File: src/design/vfc_pkg.sv
// Shared types, constants and corner table of the voxel face culling mesher.
package vfc_pkg;

    localparam int CHUNK_WIDTH  = 16;
    localparam int CHUNK_HEIGHT = 128;

    localparam int CFG_IDX_W  = 3;
    localparam int CFG_DATA_W = 13;

    localparam logic [CFG_IDX_W-1:0] CFG_HEIGHT_FLOOR = 3'd0;
    localparam logic [CFG_IDX_W-1:0] CFG_HIDE_WALLS   = 3'd1;
    localparam logic [CFG_IDX_W-1:0] CFG_MIN_CHUNK_X  = 3'd2;
    localparam logic [CFG_IDX_W-1:0] CFG_MAX_CHUNK_X  = 3'd3;
    localparam logic [CFG_IDX_W-1:0] CFG_MIN_CHUNK_Z  = 3'd4;
    localparam logic [CFG_IDX_W-1:0] CFG_MAX_CHUNK_Z  = 3'd5;

    // Face slots in emission order.
    localparam logic [2:0] FACE_ZP = 3'd0;
    localparam logic [2:0] FACE_ZN = 3'd1;
    localparam logic [2:0] FACE_YP = 3'd2;
    localparam logic [2:0] FACE_YN = 3'd3;
    localparam logic [2:0] FACE_XP = 3'd4;
    localparam logic [2:0] FACE_XN = 3'd5;

    localparam int QUEUE_DEPTH = 4;
    localparam int QUEUE_PTR_W = $clog2(QUEUE_DEPTH);

    // One classified block as it travels from the front to the back.
    typedef struct packed {
        logic [15:0] world_x;
        logic [6:0]  height;
        logic [15:0] world_z;
        logic [7:0]  block_type;
        logic [7:0]  light;
        logic [5:0]  faces;        // exposed faces, bit 0 is emitted first
        logic        chunk_start;
    } t_item;

    // Corner offsets {dx, dy, dz} for a face slot and corner number.
    function automatic logic [2:0] corner_offset(input logic [2:0] face,
                                                 input logic [1:0] corner);
        logic [2:0] off;
        off = 3'b000;
        unique case (face)
            FACE_ZP: begin
                unique case (corner)
                    2'd0: off = 3'b001;
                    2'd1: off = 3'b101;
                    2'd2: off = 3'b111;
                    default: off = 3'b011;
                endcase
            end
            FACE_ZN: begin
                unique case (corner)
                    2'd0: off = 3'b000;
                    2'd1: off = 3'b010;
                    2'd2: off = 3'b110;
                    default: off = 3'b100;
                endcase
            end
            FACE_YP: begin
                unique case (corner)
                    2'd0: off = 3'b010;
                    2'd1: off = 3'b011;
                    2'd2: off = 3'b111;
                    default: off = 3'b110;
                endcase
            end
            FACE_YN: begin
                unique case (corner)
                    2'd0: off = 3'b000;
                    2'd1: off = 3'b100;
                    2'd2: off = 3'b101;
                    default: off = 3'b001;
                endcase
            end
            FACE_XP: begin
                unique case (corner)
                    2'd0: off = 3'b100;
                    2'd1: off = 3'b110;
                    2'd2: off = 3'b111;
                    default: off = 3'b101;
                endcase
            end
            FACE_XN: begin
                unique case (corner)
                    2'd0: off = 3'b000;
                    2'd1: off = 3'b001;
                    2'd2: off = 3'b011;
                    default: off = 3'b010;
                endcase
            end
            default: off = 3'b000;
        endcase
        return off;
    endfunction

endpackage

File: src/design/vfc_front.sv
// Front end: configuration registers and per-block face classification.
module vfc_front (
    input  logic                             i_clk,
    input  logic                             i_rst_n,
    input  logic                             i_cfg_valid,
    input  logic [vfc_pkg::CFG_IDX_W-1:0]    i_cfg_index,
    input  logic [vfc_pkg::CFG_DATA_W-1:0]   i_cfg_data,
    input  logic                             i_accept,
    input  logic [3:0]                       i_local_x,
    input  logic [6:0]                       i_height,
    input  logic [3:0]                       i_local_z,
    input  logic signed [11:0]               i_chunk_x,
    input  logic signed [11:0]               i_chunk_z,
    input  logic [7:0]                       i_block_type,
    input  logic [7:0]                       i_sky_light_pair,
    input  logic [5:0]                       i_neighbour_mask,
    input  logic                             i_chunk_start,
    output logic                             o_push,
    output vfc_pkg::t_item                   o_item
);

    logic [6:0]         r_height_floor;
    logic               r_hide_walls;
    logic signed [11:0] r_min_chunk_x;
    logic signed [12:0] r_max_chunk_x;
    logic signed [11:0] r_min_chunk_z;
    logic signed [12:0] r_max_chunk_z;

    logic               visible;
    logic [5:0]         occ;
    logic signed [13:0] cx_plus1;
    logic signed [13:0] cz_plus1;
    logic               border_xn;
    logic               border_xp;
    logic               border_zn;
    logic               border_zp;

    always_ff @(posedge i_clk) begin
        if (!i_rst_n) begin
            r_height_floor <= 7'd48;
            r_hide_walls   <= 1'b0;
            r_min_chunk_x  <= 12'sd0;
            r_max_chunk_x  <= 13'sd1;
            r_min_chunk_z  <= 12'sd0;
            r_max_chunk_z  <= 13'sd1;
        end else if (i_cfg_valid) begin
            unique case (i_cfg_index)
                vfc_pkg::CFG_HEIGHT_FLOOR: r_height_floor <= i_cfg_data[6:0];
                vfc_pkg::CFG_HIDE_WALLS:   r_hide_walls   <= i_cfg_data[0];
                vfc_pkg::CFG_MIN_CHUNK_X:  r_min_chunk_x  <= i_cfg_data[11:0];
                vfc_pkg::CFG_MAX_CHUNK_X:  r_max_chunk_x  <= i_cfg_data;
                vfc_pkg::CFG_MIN_CHUNK_Z:  r_min_chunk_z  <= i_cfg_data[11:0];
                vfc_pkg::CFG_MAX_CHUNK_Z:  r_max_chunk_z  <= i_cfg_data;
                default: ;
            endcase
        end
    end

    assign cx_plus1 = 14'(i_chunk_x) + 14'sd1;
    assign cz_plus1 = 14'(i_chunk_z) + 14'sd1;

    assign border_xn = (i_local_x == 4'd0)  && (i_chunk_x <= r_min_chunk_x);
    assign border_xp = (i_local_x == 4'd15) && (cx_plus1 >= 14'(r_max_chunk_x));
    assign border_zn = (i_local_z == 4'd0)  && (i_chunk_z <= r_min_chunk_z);
    assign border_zp = (i_local_z == 4'd15) && (cz_plus1 >= 14'(r_max_chunk_z));

    assign visible = (i_block_type != 8'd0) && (i_height >= r_height_floor);

    // Occupancy in the raw bit order: x+, x-, y+, y-, z+, z-.
    always_comb begin
        occ = i_neighbour_mask;
        if (i_height == 7'(vfc_pkg::CHUNK_HEIGHT - 1)) begin
            occ[2] = 1'b0;
        end
        if (i_height <= r_height_floor) begin
            occ[3] = r_hide_walls;
        end
        if (border_zn) begin
            occ[5] = r_hide_walls;
        end
        if (border_zp) begin
            occ[4] = r_hide_walls;
        end
        if (border_xn) begin
            occ[1] = r_hide_walls;
        end
        if (border_xp) begin
            occ[0] = r_hide_walls;
        end
    end

    always_comb begin
        o_item.world_x     = {i_chunk_x, i_local_x};
        o_item.height      = i_height;
        o_item.world_z     = {i_chunk_z, i_local_z};
        o_item.block_type  = i_block_type;
        o_item.light       = i_height[0] ? {i_sky_light_pair[7:4], 4'd0}
                                         : {i_sky_light_pair[3:0], 4'd0};
        o_item.faces       = visible ? ~{occ[1], occ[0], occ[3], occ[2], occ[5], occ[4]}
                                     : 6'd0;
        o_item.chunk_start = i_chunk_start;
    end

    // Blocks with nothing to emit still travel when they restart the counter.
    assign o_push = i_accept && ((o_item.faces != 6'd0) || i_chunk_start);

endmodule

File: src/design/vfc_queue.sv
// Short queue of classified blocks between the front and the back.
module vfc_queue (
    input  logic           i_clk,
    input  logic           i_rst_n,
    input  logic           i_push,
    input  vfc_pkg::t_item i_item,
    input  logic           i_pop,
    output logic           o_full,
    output logic           o_empty,
    output vfc_pkg::t_item o_head
);

    vfc_pkg::t_item                   r_mem [vfc_pkg::QUEUE_DEPTH];
    logic [vfc_pkg::QUEUE_PTR_W-1:0]  r_wr_ptr;
    logic [vfc_pkg::QUEUE_PTR_W-1:0]  r_rd_ptr;
    logic [vfc_pkg::QUEUE_PTR_W:0]    r_count;
    logic                             do_push;
    logic                             do_pop;

    assign o_full  = (r_count == (vfc_pkg::QUEUE_PTR_W+1)'(vfc_pkg::QUEUE_DEPTH));
    assign o_empty = (r_count == '0);
    assign do_push = i_push && !o_full;
    assign do_pop  = i_pop && !o_empty;
    assign o_head  = r_mem[r_rd_ptr];

    always_ff @(posedge i_clk) begin
        if (do_push) begin
            r_mem[r_wr_ptr] <= i_item;
        end
    end

    always_ff @(posedge i_clk) begin
        if (!i_rst_n) begin
            r_wr_ptr <= '0;
            r_rd_ptr <= '0;
            r_count  <= '0;
        end else begin
            if (do_push) begin
                r_wr_ptr <= r_wr_ptr + 1'b1;
            end
            if (do_pop) begin
                r_rd_ptr <= r_rd_ptr + 1'b1;
            end
            if (do_push && !do_pop) begin
                r_count <= r_count + 1'b1;
            end else if (do_pop && !do_push) begin
                r_count <= r_count - 1'b1;
            end
        end
    end

endmodule

File: src/design/vfc_back.sv
// Back end: walks exposed faces and corners; one vertex per unstalled cycle.
module vfc_back (
    input  logic           i_clk,
    input  logic           i_rst_n,
    input  logic           i_q_empty,
    input  vfc_pkg::t_item i_q_head,
    output logic           o_q_pop,
    input  logic           i_pop,
    output logic           o_empty,
    output logic [15:0]    o_vertex_x,
    output logic [7:0]     o_vertex_y,
    output logic [15:0]    o_vertex_z,
    output logic [7:0]     o_vertex_type,
    output logic [7:0]     o_vertex_light,
    output logic [19:0]    o_vertex_index,
    output logic           o_last_vertex
);

    vfc_pkg::t_item r_cur;
    logic [5:0]     r_faces;
    logic [1:0]     r_corner;
    logic [19:0]    r_counter;
    logic           r_out_valid;

    logic [2:0]     face;
    logic [5:0]     faces_left;
    logic [2:0]     off;
    logic           busy;
    logic           emit;
    logic           last;
    logic           load;

    // Lowest remaining face goes first.
    always_comb begin
        face = 3'd0;
        for (int f = 5; f >= 0; f--) begin
            if (r_faces[f]) begin
                face = 3'(f);
            end
        end
    end

    always_comb begin
        faces_left = r_faces;
        faces_left[face] = 1'b0;
    end

    assign off  = vfc_pkg::corner_offset(face, r_corner);
    assign busy = (r_faces != 6'd0);
    assign emit = busy && (!r_out_valid || i_pop);
    assign last = (r_corner == 2'd3) && (faces_left == 6'd0);
    assign load = !i_q_empty && (!busy || (emit && last));
    assign o_q_pop = load;

    always_ff @(posedge i_clk) begin
        if (!i_rst_n) begin
            r_faces     <= 6'd0;
            r_corner    <= 2'd0;
            r_counter   <= 20'd0;
            r_out_valid <= 1'b0;
        end else begin
            if (load) begin
                r_faces  <= i_q_head.faces;
                r_corner <= 2'd0;
            end else if (emit) begin
                r_corner <= r_corner + 2'd1;
                if (r_corner == 2'd3) begin
                    r_faces <= faces_left;
                end
            end

            if (load && i_q_head.chunk_start) begin
                r_counter <= 20'd0;
            end else if (emit) begin
                r_counter <= r_counter + 20'd1;
            end

            if (emit) begin
                r_out_valid <= 1'b1;
            end else if (i_pop) begin
                r_out_valid <= 1'b0;
            end
        end
    end

    always_ff @(posedge i_clk) begin
        if (load) begin
            r_cur <= i_q_head;
        end
    end

    always_ff @(posedge i_clk) begin
        if (emit) begin
            o_vertex_x     <= r_cur.world_x + {15'd0, off[2]};
            o_vertex_y     <= {1'b0, r_cur.height} + {7'd0, off[1]};
            o_vertex_z     <= r_cur.world_z + {15'd0, off[0]};
            o_vertex_type  <= r_cur.block_type;
            o_vertex_light <= r_cur.light;
            o_vertex_index <= r_counter;
            o_last_vertex  <= last;
        end
    end

    assign o_empty = !r_out_valid;

endmodule

File: src/design/voxel_face_cull_mesher.sv
// Top level of the voxel hidden-face culling mesher.
//
// Each input transaction carries one voxel; the block works out which of its
// six faces are not hidden by a neighbour and returns four world-coordinate
// vertices per exposed face, one vertex per output transaction, in the face
// order z+, z-, y+, y-, x+, x-. The last vertex of a voxel has o_last_vertex
// set. Empty voxels and voxels below the height floor return nothing.
// Throughput is set by the vertex sequencer in the back end, which emits one
// vertex per cycle while the output is not stalled; a voxel with no exposed
// face reaches the sequencer only if it restarts the vertex counter.
// A four-entry queue between the classifier and the sequencer lets input
// transactions keep arriving while vertices are still being drained, and
// the output register lets the sequencer run ahead by one vertex of a
// stalled consumer. Configuration registers are written through a separate
// write channel that is always ready; they should be changed only while the
// block is idle. Register indexes: 0 height floor, 1 hide walls, 2 min
// chunk x, 3 max chunk x, 4 min chunk z, 5 max chunk z; other indexes are
// accepted and ignored.
module voxel_face_cull_mesher (
    input  logic                           i_clk,
    input  logic                           i_rst_n,
    // Configuration write channel.
    input  logic                           i_cfg_valid,
    output logic                           o_cfg_ready,
    input  logic [vfc_pkg::CFG_IDX_W-1:0]  i_cfg_index,
    input  logic [vfc_pkg::CFG_DATA_W-1:0] i_cfg_data,
    // Voxel input, queue style.
    input  logic                           push,
    output logic                           full,
    input  logic [3:0]                     i_local_x,
    input  logic [6:0]                     i_height,
    input  logic [3:0]                     i_local_z,
    input  logic signed [11:0]             i_chunk_x,
    input  logic signed [11:0]             i_chunk_z,
    input  logic [7:0]                     i_block_type,
    input  logic [7:0]                     i_sky_light_pair,
    input  logic [5:0]                     i_neighbour_mask,
    input  logic                           i_chunk_start,
    // Vertex output, queue style.
    output logic                           empty,
    input  logic                           pop,
    output logic signed [15:0]             o_vertex_x,
    output logic [7:0]                     o_vertex_y,
    output logic signed [15:0]             o_vertex_z,
    output logic [7:0]                     o_vertex_type,
    output logic [7:0]                     o_vertex_light,
    output logic [19:0]                    o_vertex_index,
    output logic                           o_last_vertex
);

    logic           accept;
    logic           q_push;
    logic           q_pop;
    logic           q_full;
    logic           q_empty;
    vfc_pkg::t_item front_item;
    vfc_pkg::t_item q_head;
    logic [15:0]    vertex_x;
    logic [15:0]    vertex_z;

    assign o_cfg_ready = 1'b1;
    assign full        = q_full;
    assign accept      = push && !q_full;

    // Classifier: applies the neighbour overrides and packs the voxel.
    vfc_front u_front (
        .i_clk            (i_clk),
        .i_rst_n          (i_rst_n),
        .i_cfg_valid      (i_cfg_valid),
        .i_cfg_index      (i_cfg_index),
        .i_cfg_data       (i_cfg_data),
        .i_accept         (accept),
        .i_local_x        (i_local_x),
        .i_height         (i_height),
        .i_local_z        (i_local_z),
        .i_chunk_x        (i_chunk_x),
        .i_chunk_z        (i_chunk_z),
        .i_block_type     (i_block_type),
        .i_sky_light_pair (i_sky_light_pair),
        .i_neighbour_mask (i_neighbour_mask),
        .i_chunk_start    (i_chunk_start),
        .o_push           (q_push),
        .o_item           (front_item)
    );

    // Decoupling queue; the front only pushes voxels that matter downstream.
    vfc_queue u_queue (
        .i_clk   (i_clk),
        .i_rst_n (i_rst_n),
        .i_push  (q_push),
        .i_item  (front_item),
        .i_pop   (q_pop),
        .o_full  (q_full),
        .o_empty (q_empty),
        .o_head  (q_head)
    );

    // Vertex sequencer with its output register.
    vfc_back u_back (
        .i_clk          (i_clk),
        .i_rst_n        (i_rst_n),
        .i_q_empty      (q_empty),
        .i_q_head       (q_head),
        .o_q_pop        (q_pop),
        .i_pop          (pop),
        .o_empty        (empty),
        .o_vertex_x     (vertex_x),
        .o_vertex_y     (o_vertex_y),
        .o_vertex_z     (vertex_z),
        .o_vertex_type  (o_vertex_type),
        .o_vertex_light (o_vertex_light),
        .o_vertex_index (o_vertex_index),
        .o_last_vertex  (o_last_vertex)
    );

    assign o_vertex_x = $signed(vertex_x);
    assign o_vertex_z = $signed(vertex_z);

endmodule
File: config.mk
export PLATFORM = sky130hd
export DESIGN_NAME = voxel_face_cull_mesher
export DESIGN_NICKNAME = d
export VERILOG_FILES = /design/src/design/vfc_pkg.sv /design/src/design/vfc_front.sv /design/src/design/vfc_queue.sv /design/src/design/vfc_back.sv /design/src/design/voxel_face_cull_mesher.sv
export SDC_FILE = /design/constraint.sdc
export NUM_CORES = 1
export LEC_CHECK = 0
export BUFFER_PORTS_ARGS = -buffer_cell sky130_fd_sc_hd__buf_2
export CAP_MARGIN = 10
export CORE_UTILIZATION = 45
export DETAILED_ROUTE_END_ITERATION = 16
export GPL_ROUTABILITY_DRIVEN = 1
export PLACE_DENSITY = 0.65
export SETUP_SLACK_MARGIN = 0.1
export SLEW_MARGIN = 10
export SYNTH_ARGS = -nofsm -noshare
export SYNTH_HDL_FRONTEND = slang
export SYNTH_SLANG_ARGS = --single-unit
File: constraint.sdc
create_clock -name i_clk -period 8.6 [get_ports i_clk]
set_input_delay 1.29 -clock i_clk [delete_from_list [all_inputs] [get_ports i_clk]]
set_output_delay 1.29 -clock i_clk [all_outputs]
set_load 0.1 [all_outputs]
**Word-level counts from Yosys, hierarchy flattened**

Memories as Yosys holds them, arrays and structs flattened. A register that Yosys moved wholly into a read port is not among the register bits.
Index checks and enable logic that the tools add are counted.

- $add $sub $neg: 11
- $lt $le $gt $ge: 8
- Equal/unequal tests: 17
- Muxes and demuxes: 34
- Bitwise logic cells: 4
- Reduce and logical (&&, ||, !) cells: 49

Operators with widths:

| cell | number |
|---|---|
| case mux 3 bit (3 select lines) | 4 |
| adder 16 x 1 -> 16 bit | 2 |
| adder 12 x 2 -> 13 bit (second input constant) | 2 |
| greater-or-equal comparator 13 bit | 2 |
| less-or-equal comparator 12 bit | 2 |
| two-way mux 3 bit | 8 |
| two-way mux 6 bit | 4 |
| adder 20 x 1 -> 20 bit (second input constant) | 1 |
| case mux 3 bit (6 select lines) | 1 |
| logical AND 1 bit | 17 |
| equality test 3 bit (second input constant) | 5 |
| AND reduction 2 bit | 7 |
| equality test 3 x 2 -> 1 bit (second input constant) | 4 |
| NOT 6 bit | 2 |
| case mux 2 bit (3 select lines) | 2 |
| nonzero test 6 bit | 2 |
| two-way mux 1 bit | 11 |
| logical NOT 3 bit | 3 |
| adder 7 x 1 -> 8 bit | 1 |
| equality test 4 bit (second input constant) | 2 |
| logical NOT 4 bit | 2 |
| two-way mux 8 bit | 1 |
| nonzero test 2 bit | 4 |
| nonzero test 8 bit | 1 |
| other kinds (20) | 33 |

- Register bits: 226
- Bits in writable memories: 248
- Output and inout bits: 80
- Logic and storage cells: 149
- Memories: 1

Memory list:

| memory | words | width | read ports | clocked after memory_dff | write ports | RTL line | RTL |
|---|---|---|---|---|---|---|---|
| u_queue.r_mem | 4 | 62 | 1 | 1 | 1 | vfc_queue.sv:13 | `vfc_pkg::t_item r_mem [vfc_pkg::QUEUE_DEPTH];` |

**Longest topological paths before layout**

- Depth in word-level cells: 21
- Depth in mapped cells: 19
- Mapped depth without buffers: 19

**Modules after synthesis**

From an unflattened synthesis, not the netlist that was laid out.

- Cells, all modules: 1414
- Area total of the unflattened synthesis: 20494.7 um^2

By module, submodules not included:

| module | instances | cells an instance | area each (um^2) |
|---|---|---|---|
| vfc_queue | 1 | 372 | 9491.6 |
| vfc_back | 1 | 421 | 6276.0 |
| vfc_front | 1 | 618 | 4702.0 |
| voxel_face_cull_mesher | 1 | 3 | 25.0 |

**Least setup slack after synthesis**

No wires, ideal clock.

- Path kind: in2reg
- Start point: in i_chunk_x[2]
- End point: mem u_queue.r_mem[0][0] (netlist name), enable pin
- Data arrival time: 7.696 ns
- Setup slack: 0.347 ns
- Cell stages on the path: 13
- Path buffers: 0
- Cell sequence: and3_1 and3_1 and2_1 nand4_1 xnor2_1 ha_1 a21o_1 a2111o_1 a22oi_1 o41ai_1 o22ai_1 nor4_2 nor3b_1

- Word-level cells in the longest chain between the ends: 12

RTL lines:

| element | RTL line | RTL |
|---|---|---|
| start, declared | voxel_face_cull_mesher.sv:33 | `input logic signed [11:0] i_chunk_x,` |
| adder 12 x 2 -> 13 bit | vfc_front.sv:59 | `assign cx_plus1 = 14'(i_chunk_x) + 14'sd1;` |
| greater-or-equal comparator 13 bit | vfc_front.sv:63 | `assign border_xp = (i_local_x == 4'd15) && (cx_plus1 >= 14'(r_max_chunk_x));` |
| logical AND 1 bit | vfc_front.sv:63 |  |
| two-way mux 1 bit | vfc_front.sv:87 | `if (border_xp) begin` |
| NOT 6 bit * | vfc_front.sv:99 | `o_item.faces = visible ? ~{occ[1], occ[0], occ[3], occ[2], occ[5], occ[4]}` |
| two-way mux 6 bit * | vfc_front.sv:99 |  |
| nonzero test 6 bit * | vfc_front.sv:105 | `assign o_push = i_accept && ((o_item.faces != 6'd0) \|\| i_chunk_start);` |
| logical OR 1 bit * | vfc_front.sv:105 |  |
| logical AND 1 bit * | vfc_front.sv:105 |  |
| logical AND 1 bit * | vfc_queue.sv:22 | `assign do_push = i_push && !o_full;` |
| two-way mux 1 bit * | vfc_queue.sv:27 | `if (do_push) begin` |
| two-way mux 1 bit (implied by the code) * | vfc_queue.sv:28 | `r_mem[r_wr_ptr] <= i_item;` |
| end, declared | vfc_queue.sv:13 |  |

Mark *: on every way between the ends. The rest lies on a longest branch, timed or not.

**Worst setup path after layout**

- Start point: in i_chunk_x[2]
- End point: reg u_queue.r_count[2] (netlist name)

- Word-level cells in the longest chain between the ends: 13

RTL lines:

| element | RTL line | RTL |
|---|---|---|
| adder 12 x 2 -> 13 bit | vfc_front.sv:59 |  |
| greater-or-equal comparator 13 bit | vfc_front.sv:63 |  |
| logical AND 1 bit | vfc_front.sv:63 |  |
| two-way mux 1 bit | vfc_front.sv:87 |  |
| NOT 6 bit * | vfc_front.sv:99 |  |
| two-way mux 6 bit * | vfc_front.sv:99 |  |
| nonzero test 6 bit * | vfc_front.sv:105 |  |
| logical OR 1 bit * | vfc_front.sv:105 |  |
| logical AND 1 bit * | vfc_front.sv:105 |  |
| logical AND 1 bit * | vfc_queue.sv:22 |  |
| named net u_queue.do_push | vfc_queue.sv:17 | `logic do_push;` |
| logical NOT 1 bit | vfc_queue.sv:46 | `end else if (do_pop && !do_push) begin` |
| logical AND 1 bit | vfc_queue.sv:46 |  |
| nonzero test 2 bit (no line) | -- |  |
| end signal, assigned | vfc_queue.sv:45 | `r_count <= r_count + 1'b1;` |
| end signal, assigned | vfc_queue.sv:47 | `r_count <= r_count - 1'b1;` |
| end, declared | vfc_queue.sv:16 | `logic [vfc_pkg::QUEUE_PTR_W:0] r_count;` |

Mark *: on every way through the listed nets, which the timed path passes. The rest lies on a longest branch.
A chain may end at the register's enable or synchronous reset.

==> flow_summary_export.csv <==
group,metric,value,unit
run_status,run_status,"complete, no violations",
min_path,worst_hold_path_type,"register to register",
yosys,async_flop_share,0,%
clocking,clkSinkCount,452,
timing,setup_total_negative_slack,0,ns
power_and_ir_drop,sw_pwr,3.198,mW
route,post-route-drc-count,0,
route,routed-via-count,10924,
clocking,cts-htree-levels,2,
yosys,syn_area,0.01900,mm²
timing,hold_violations,0,
yosys,post-synth-top-count-cell,"sky130_fd_sc_hd__edfxtp_1",
clocking,postCtsHoldBufs,0,
place,place_hpwl,26.19,mm
timing,timing.hold.ws,0.4170,ns
route,total_detailed_routing_wirelength,39.10,mm
worst_setup_path,critPathLaunchType,"input port",
die,core.rowCount,74,
worst_setup_path,timing.critical_path.required,9.09,ns
yosys,synthAdderAreaFrac,4.965,%
worst_setup_path,worst_ep_arrival_time,5.69,ns
worst_setup_path,crit_family,"simple AND/OR/NAND/NOR gates",
worst_setup_path,timing.rr.start,"u_front.r_min_chunk_x[1]$_SDFFE_PN0P_",
power_and_ir_drop,power_frac_clock,24.7,%
clocking,worst_setup_hold_path_clk_slew,0.06,ns
die,design.portCount,163,
yosys,syn-mean-instance-area,14.45,µm²
die,starting_utilization_of_the_core_area,46.11,%
global_routing,number_of_antenna_violations_at_the_first_check_in_global_routing,2,
global_routing,grt_pass1_vias,11179,
worst_setup_path,cpMaxStageDelayCell,"sky130_fd_sc_hd__nor4_2",
power_and_ir_drop,pwr-share-comb,34.0,%
timing,setup-violations-final,0,
yosys,synth_compound_gate_area_share,5.914,%
yosys,synth_xor_area_share,3.503,%
yosys,synthesis.instances,1315,
clocking,cts.repair_timing.setup_buffer_count,0,
yosys,yosys.area.top_type_share,56.27,%
clocking,cells_resized_by_post_cts_repair,0,
power_and_ir_drop,power_switching_share,40.08,%
yosys,sequential_to_total_area_share_from_yosys_stat,66.38,%
yosys,synth_top_flop_cell,"sky130_fd_sc_hd__edfxtp_1",
route,viasPerCell,5.288,
die,die_x,207.5,µm
yosys,synth_edf_count,356,
power_and_ir_drop,power.internal,4.781,mW
timing,maxSlewViolCount,0,
timing,clock_skew,0.01553,ns
timing,tightestPinTransition,0.9119,ns
global_routing,total_gr_overflow,0,
global_routing,grt_max_degree,78,
die,core_region_area,0.04120,mm²
clocking,tritoncts,"built",
yosys,synth_top_cell_by_area,"sky130_fd_sc_hd__edfxtp_1",
route,avgRoutedWirePerCell,18.92,µm
global_routing,groute.usage.overall,18.45,%
route,final_antenna_net_count,0,
die,die-area,0.04305,mm²
place,globalplace.congestion,0.8254,
timing,max_clock_freq,0.1923,GHz
yosys,synth_top_family_by_area,"simple AND/OR/NAND/NOR gates",
worst_setup_path,critPathMaxFanout,9,
yosys,synth.top_cells.by_count,"sky130_fd_sc_hd__edfxtp_1, sky130_fd_sc_hd__nand2_1, sky130_fd_sc_hd__dfxtp_1, sky130_fd_sc_hd__inv_1, sky130_fd_sc_hd__ha_1",
run,max_cap_viol_count,0,
power_and_ir_drop,power.share.sequential,41.2,%
worst_setup_path,end_kind,"register",
power_and_ir_drop,vdd_ir_drop_max,0.0003041,V
timing,period_share,60.46,%
clocking,cts_max_path_buffers,3,
power_and_ir_drop,power.leakage,7.641,nW
yosys,synth-simple-area-share,9.292,%
power_and_ir_drop,powerDensity,364.0,mW/mm²
place,place.port_buffers,157,
clocking,worstSkewPairLatency,0.58,ns
yosys,synth.lib_cells_used.distinct,70,
yosys,synth.mux.area_fraction,7.376,%
min_path,hold_start,"u_back.r_cur[17]$_DFFE_PP_",
timing,slew_headroom,39.20,%
global_routing,grt_first_pass_wirelength,61.60,mm
worst_setup_path,critPathLaunch,"i_chunk_x[2]",
worst_setup_path,timing_worst_setup_path_type,"input port to register",
timing,unrepaired_setup_endpoints_after_global_routing,"no",
route,dr.pass1.iters,5,
layout,nNetsFinal,1651,
worst_setup_path,crit_path_cell_trace,"buf_2 -> and3_1 -> and3_1 -> and2_1 -> nand4_1 -> xnor2_1 -> ha_1 -> a21o_1 -> a2111o_1 -> a22oi_1 -> o41ai_1 -> o211a_1 -> nor4_2 -> nor2_1 -> ha_1 -> inv_1 -> fa_1 -> xor2_1 -> or3_1 -> a21boi_0",
worst_setup_path,critPathBufInv,2,
layout,area.growth.synth_to_final,15.37,%
timing,fin_crit,5.200,ns
clocking,clockRootBuffer,"sky130_fd_sc_hd__clkbuf_16",
worst_setup_path,critical_path.max_stage_delay,0.65,ns
die,floorplan.die.height,207.5,µm
route,detail_route.iter0.violations,681,
layout,drive_above_1_share,21.20,%
clocking,cts-buffers-inserted,47,
yosys,ys_seq_elements,452,
yosys,synth_top_cells_by_area,"sky130_fd_sc_hd__edfxtp_1, sky130_fd_sc_hd__dfxtp_1, sky130_fd_sc_hd__mux4_2",
yosys,synth_warnings,0,
[metal layers]
| layer | GRT usage [%] | wire length [µm] | part of all wire [%] | up-vias |
|---|---|---|---|---|
| li1 | - | - | - | 5260 |
| met1 | 24.19 | 17260 | 44 | 5350 |
| met2 | 30.76 | 18950 | 48 | 244 |
| met3 | 3.026 | 1753 | 4.5 | 70 |
| met4 | 7.231 | 1131 | 2.9 | 0 |
| met5 | 0 | 0 | 0 | - |
[cells by family (layout without fill, tap and decap cells)]
| group | Yosys count | in the layout |
|---|---|---|
| other | 2 | 6 |
| AOI/OAI and AO/OA | 160 | 160 |
| buffers and inverters | 117 | 332 |
| DFF | 452 | 452 |
| xor gates and xnor gates | 76 | 76 |
| and+or+nand+nor | 366 | 366 |
| muxes | 67 | 67 |
| adders and majority gates | 75 | 75 |
[worst reg2reg max path, delay by kind of cell (launching register included)]
kind	cells	cell delay [ns]
buf+inv	2	0.12
simple gates	4	1.15
flops	1	0.34
xor+xnor	1	0.08
compound gates	5	1.53
fa+ha+maj	3	0.69
[final cells by class]
class	count	area, µm²
Inverter	75	281.5
Fill cell	3403	19280
Tap cell	532	665.6
Clock inverter	16	150.1
Multi-Input combinational cell	749	5954
Antenna cell	1	2.502
Sequential cell	452	12620
Timing Repair Buffer	169	875.8
Clock buffer	72	1373
[path summary, 6_finish.rpt]
kind	to	slack [ns]	cells past startpoint
worst min-delay path	u_back.o_vertex_type[2]$_DFFE_PP_	0.42	0
worst max-delay path	u_queue.r_count[2]$_SDFFE_PN0P_	3.40	20
worst min register to register	u_back.o_vertex_type[2]$_DFFE_PP_	0.42	0
worst max register to register	u_queue.r_count[2]$_SDFFE_PN0P_	4.61	15
[through the flow]
step / cells / power [mW] / utilization (%) / setup WS [ns] / cell area, µm²
2_1_floorplan: 1318 / 5.513 / - / 0.3467 / 19010
3_3_place_gp: 1977 / 6.046 / 49.49 / 3.046 / 20390
3_5_place_dp: 1977 / 6.087 / 49.49 / 2.862 / 20390
4_1_cts: 2065 / 8.071 / 53.18 / 3.463 / 21910
5_1_grt: 2066 / 8.309 / 53.20 / 3.101 / 21920
6_report: 2066 / 7.979 / 53.20 / 3.401 / 21920
[layout by cell type, fill, tap and decap left out, drive strengths merged, types with 6 or more instances in the layout]
cell	count
nor2	55
nand2	152
buf	169
a21boi	51
a211oi	6
clkbuf	72
ha	73
xor2	30
a21o	6
clkinv	12
nand4	28
nand3	40
xnor2	46
and3	16
inv	76
and2	12
o21ai	16
o211ai	8
edfxtp	356
nor2b	19
dfxtp	96
nor4	6
nor3	11
mux4	58
a21oi	31
[power groups by stage]
stage	Combinational, mW	Clock [mW]	Sequential, mW
4_1_cts	2.75	2.02	3.30
5_1_grt	2.87	2.10	3.34
3_3_place_gp	2.72	0	3.33
2_1_floorplan	0.925	0	4.59
3_5_place_dp	2.75	0	3.34
6_report	2.72	1.97	3.29
[registers in the layout (all words and copies together) (netlist names), 3 cells and up, named ones only]
name                    count
u_back.o_vertex_light       4
u_queue.r_count             3
u_back.o_vertex_y           8
u_front.r_min_chunk_x      12
u_back.r_counter           20
u_front.r_max_chunk_z      13
u_queue.r_mem             232
u_back.o_vertex_x          16
u_back.r_faces              6
u_back.o_vertex_z          16
u_back.o_vertex_index      20
u_front.r_min_chunk_z      12
u_back.o_vertex_type        8
u_front.r_max_chunk_x      13
u_front.r_height_floor      7
u_back.r_cur               51
(Power assumes the default switching activity.)
